$ cat src/rtl/dpm_ram.sv
module dpm_ram #(
  parameter int Width = 8,
  parameter int Depth = 16
) (
  input  logic                     clk_i,
  input  logic                     we_i,
  input  logic [$clog2(Depth)-1:0] waddr_i,
  input  logic [Width-1:0]         wdata_i,
  input  logic [$clog2(Depth)-1:0] raddr_i,
  output logic [Width-1:0]         rdata_o
);
  logic [Width-1:0] mem [Depth];

  always_ff @(posedge clk_i) begin
    if (we_i) mem[waddr_i] <= wdata_i;
    rdata_o <= mem[raddr_i];
  end
endmodule

$ cat config.mk
export PLATFORM = sky130hd
export DESIGN_NAME = dpm_ram
export DESIGN_NICKNAME = d
export VERILOG_FILES = /design/src/rtl/dpm_ram.sv
export SDC_FILE = /design/constraint.sdc
export NUM_CORES = 1
export LEC_CHECK = 0
export BUFFER_PORTS_ARGS = -buffer_cell sky130_fd_sc_hd__buf_2
export CORE_UTILIZATION = 60
export CTS_CLUSTER_SIZE = 8
export DETAILED_ROUTE_END_ITERATION = 16
export PLACE_DENSITY = 0.78
export RECOVER_POWER = 100
export SYNTH_ARGS = -nofsm -noshare
export SYNTH_HDL_FRONTEND = slang
export SYNTH_SLANG_ARGS = --single-unit
export TNS_END_PERCENT = 100
$ cat constraint.sdc
create_clock -name clk_i -period 2 [get_ports clk_i]
set_input_delay 0.3 -clock clk_i [delete_from_list [all_inputs] [get_ports clk_i]]
set_output_delay 0.3 -clock clk_i [all_outputs]
set_load 0.05 [all_outputs]
==> qor.yml <==
min_path:
  min_to: "mem[9][1]$_DFFE_PP_"
  hp-start: "wdata_i[1]"
  hold_depth: 1
  holdCritPathClass: "in2reg"
clock_tree:
  cts_resized: 0
  clk_pin_slew_ns: 0.06
  cts_tree: "done"
  cts_buffer_depth: 2
  h-tree-depth: 4
  postCtsSetupBuffers: 0
  clock-root-buffer: "clkbuf_8"
  clock-sinks: 136
  clk_latency_ns: 0.52
  cts.hold.buffers_added: 0
  numCtsBuffers: 17
grt:
  grt_max_degree: 33
  antenna_found_initial: 0
  grt_pass1_vias: 2662
  grt_usage_pct: 26.7
  grt_pass1_wl_mm: 15.8
  grt.overflow.total: 0
finish:
  fin_nets: 305
  diodes: 0
  drive_gt1_share_pct: 21.0
  area_growth_pct: 18.0
  num-fill-cells: 485
  layout.cells.non_filler: 405
detailed_routing:
  routedWlPerCell_um: 26.2
  ant_nets: 0
  route.detailed.drc: 0
  vias_per_cell: 6.40
  vias: 2590
  firstDrtPassIters: 5
  drt_wl_total_mm: 10.6
  drt_iter0_drc: 160
yosys:
  ys_seq_area_share_pct: 77.8
  postSynthAreaPerCell_sq_um: 22.5
  yosys_register_bits: 136
  synth_area_sq_um: 5150
  ys_types: 19
  synth_nets: 247
  yosysWarnings: 0
  synthCells: 229
sta:
  slew_violations: 0
  skew_ns: 0.0135
  period_share_pct: 83.2
  layout_setup_ws_ns: 0.336
  worst_pin_slew_ns: 0.729
  finalHoldViolations: 0
  period_minus_slack_ns: 1.66
  slew_headroom_pct: 51.4
  rsz0062_at_grt: "no"
  fin_setup_tns_ns: 0
  setup_viol: 0
  fmax_mhz: 601
setup_path:
  timing.rr.start: "mem[10][6]$_DFFE_PP_"
  critical_path.max_fanout: 1
  worstPathArrival_ns: 1.36
  reg2reg_to: "rdata_o[6]$_DFF_P_"
  start_kind: "flop"
  crit_family: "buffers and inverters"
  crit_buf_inv: 1
  rrSetupSlack_ns: 0.58
  cp-end-kind: "output pin"
  critPathKind: "reg2out"
  cpPeakStageDelay_ns: 0.50
  crit_chain: "clkbuf_1"
  slowest_stage: "clkbuf_1"
  required_ns: 1.70
  reg2reg_depth: 3
floorplanning:
  start_util_pct: 62.3
  io_pins: 26
  core_area_sq_um: 8260
  dieHeight_um: 94.6
  die_area_sq_um: 8950
  rows: 33
  chipWidth_um: 94.6
place:
  routabilityCongestion: 0.746
  dpl.hpwl_mm: 6.17
  io_buffers: 25
  pre_cts_ws_ns: 0.239
  placed_cells: 373
power_and_ir_drop:
  p_leak_nw: 2.01
  p_per_area_nw_per_um2: 1140
  ir_drop_v: 0.000721
run_status:
  outcome: "complete, no violations"
flow_run:
  cap_violations: 0
==> flip-flops by register name, indices dropped and copies added (netlist names) <==
register and count:
mem 128, rdata_o 8
==> worst max-delay path by stage <==
stage / startpoint / to / slack, ns / depth (start not counted)
global placement: raddr_i[0] / rdata_o[5]$_DFF_P_ / 0.25 / 5
detailed placement: raddr_i[0] / rdata_o[6]$_DFF_P_ / 0.24 / 5
global route: rdata_o[6]$_DFF_P_ / rdata_o[6] / 0.30 / 1
floorplan: waddr_i[2] / mem[0][0]$_DFFE_PP_ / 0.21 / 2
finish: rdata_o[0]$_DFF_P_ / rdata_o[0] / 0.34 / 1
CTS: rdata_o[7]$_DFF_P_ / rdata_o[7] / 0.49 / 1
==> per-stage QoR <==
| step | power [W] | utilization, % | hold slack [ns] | instance area (sq um) |
|---|---|---|---|---|
| after global placement | 0.00361 | 66.9 | 0.650 | 5520 |
| after global routing | 0.00711 | 73.5 | 0.314 | 6070 |
| after CTS | 0.00699 | 74.7 | 0.150 | 6170 |
| after floorplan | 0.00349 | - | 0.399 | 5150 |
| final | 0.00693 | 73.5 | 0.294 | 6070 |
| after detailed placement | 0.00363 | 66.9 | 0.671 | 5520 |
==> layout make-up <==
class | instances | area, sq um | area share [%]
well taps | 105 | 131 | 2.16
clock inverters | 14 | 219 | 3.61
clock buffers | 18 | 428 | 7.05
repair buffers | 49 | 234 | 3.85
multi-input cells | 83 | 1060 | 17.4
flip-flops and latches | 136 | 4000 | 65.9
==> cells in the final DEF, fill, tap and decap left out, drive strengths merged, types with 3 or more instances in the layout <==
master and count:
nor3 4, a22oi 16, nor2 13, nand2 9, edfxtp 128, buf 12
bufinv 5, clkinv 4, dfxtp 8, inv 3, mux4 32, clkbuf 55
==> report_power, final <==
group	switching, W	internal, W
Clock	0.00117	0.00219
Sequential	0.0000225	0.00319
Combinational	0.000236	0.000118
==> per-layer routing <==
| layer | vias to the layer above | GRT usage (%) | wire [um] |
|---|---|---|---|
| met5 | - | 0 | 0 |
| met4 | 0 | 14.6 | 347 |
| met3 | 34 | 7.65 | 881 |
| met2 | 146 | 40.2 | 5080 |
| met1 | 1316 | 35.5 | 4290 |
| li1 | 1094 | - | - |
==> synth_stat cells <==
cell,n,area share [%]
edfxtp_1,128,75
mux4_2,18,7.9
a22oi_1,16,2.3
mux4_1,14,7.1
nor2_1,13,0.95
nand2_1,9,0.66
dfxtp_1,8,3.1
nor3_1,4,0.39
buf_2,3,0.29
buf_6,3,0.66
clkdlybuf4s25_2,3,0.58
nand2b_1,2,0.24
nand3b_1,2,0.29
and2_1,1,0.12
and2b_1,1,0.15
buf_4,1,0.15
nand3_1,1,0.097
nor2b_1,1,0.12
or3b_2,1,0.17
==> logic make-up (layout without fill, tap and decap cells) <==
| family | count (synthesis) | in the layout | synth area share, % |
|---|---|---|---|
| multiplexers | 32 | 32 | 15.0 |
| AND/OR/NAND/NOR | 35 | 35 | 3.18 |
| buffers and inverters | 10 | 81 | 1.68 |
| flip-flops | 136 | 136 | 77.8 |
| AO/OA/AOI/OAI | 16 | 16 | 2.33 |
(Power assumes the default switching activity.)
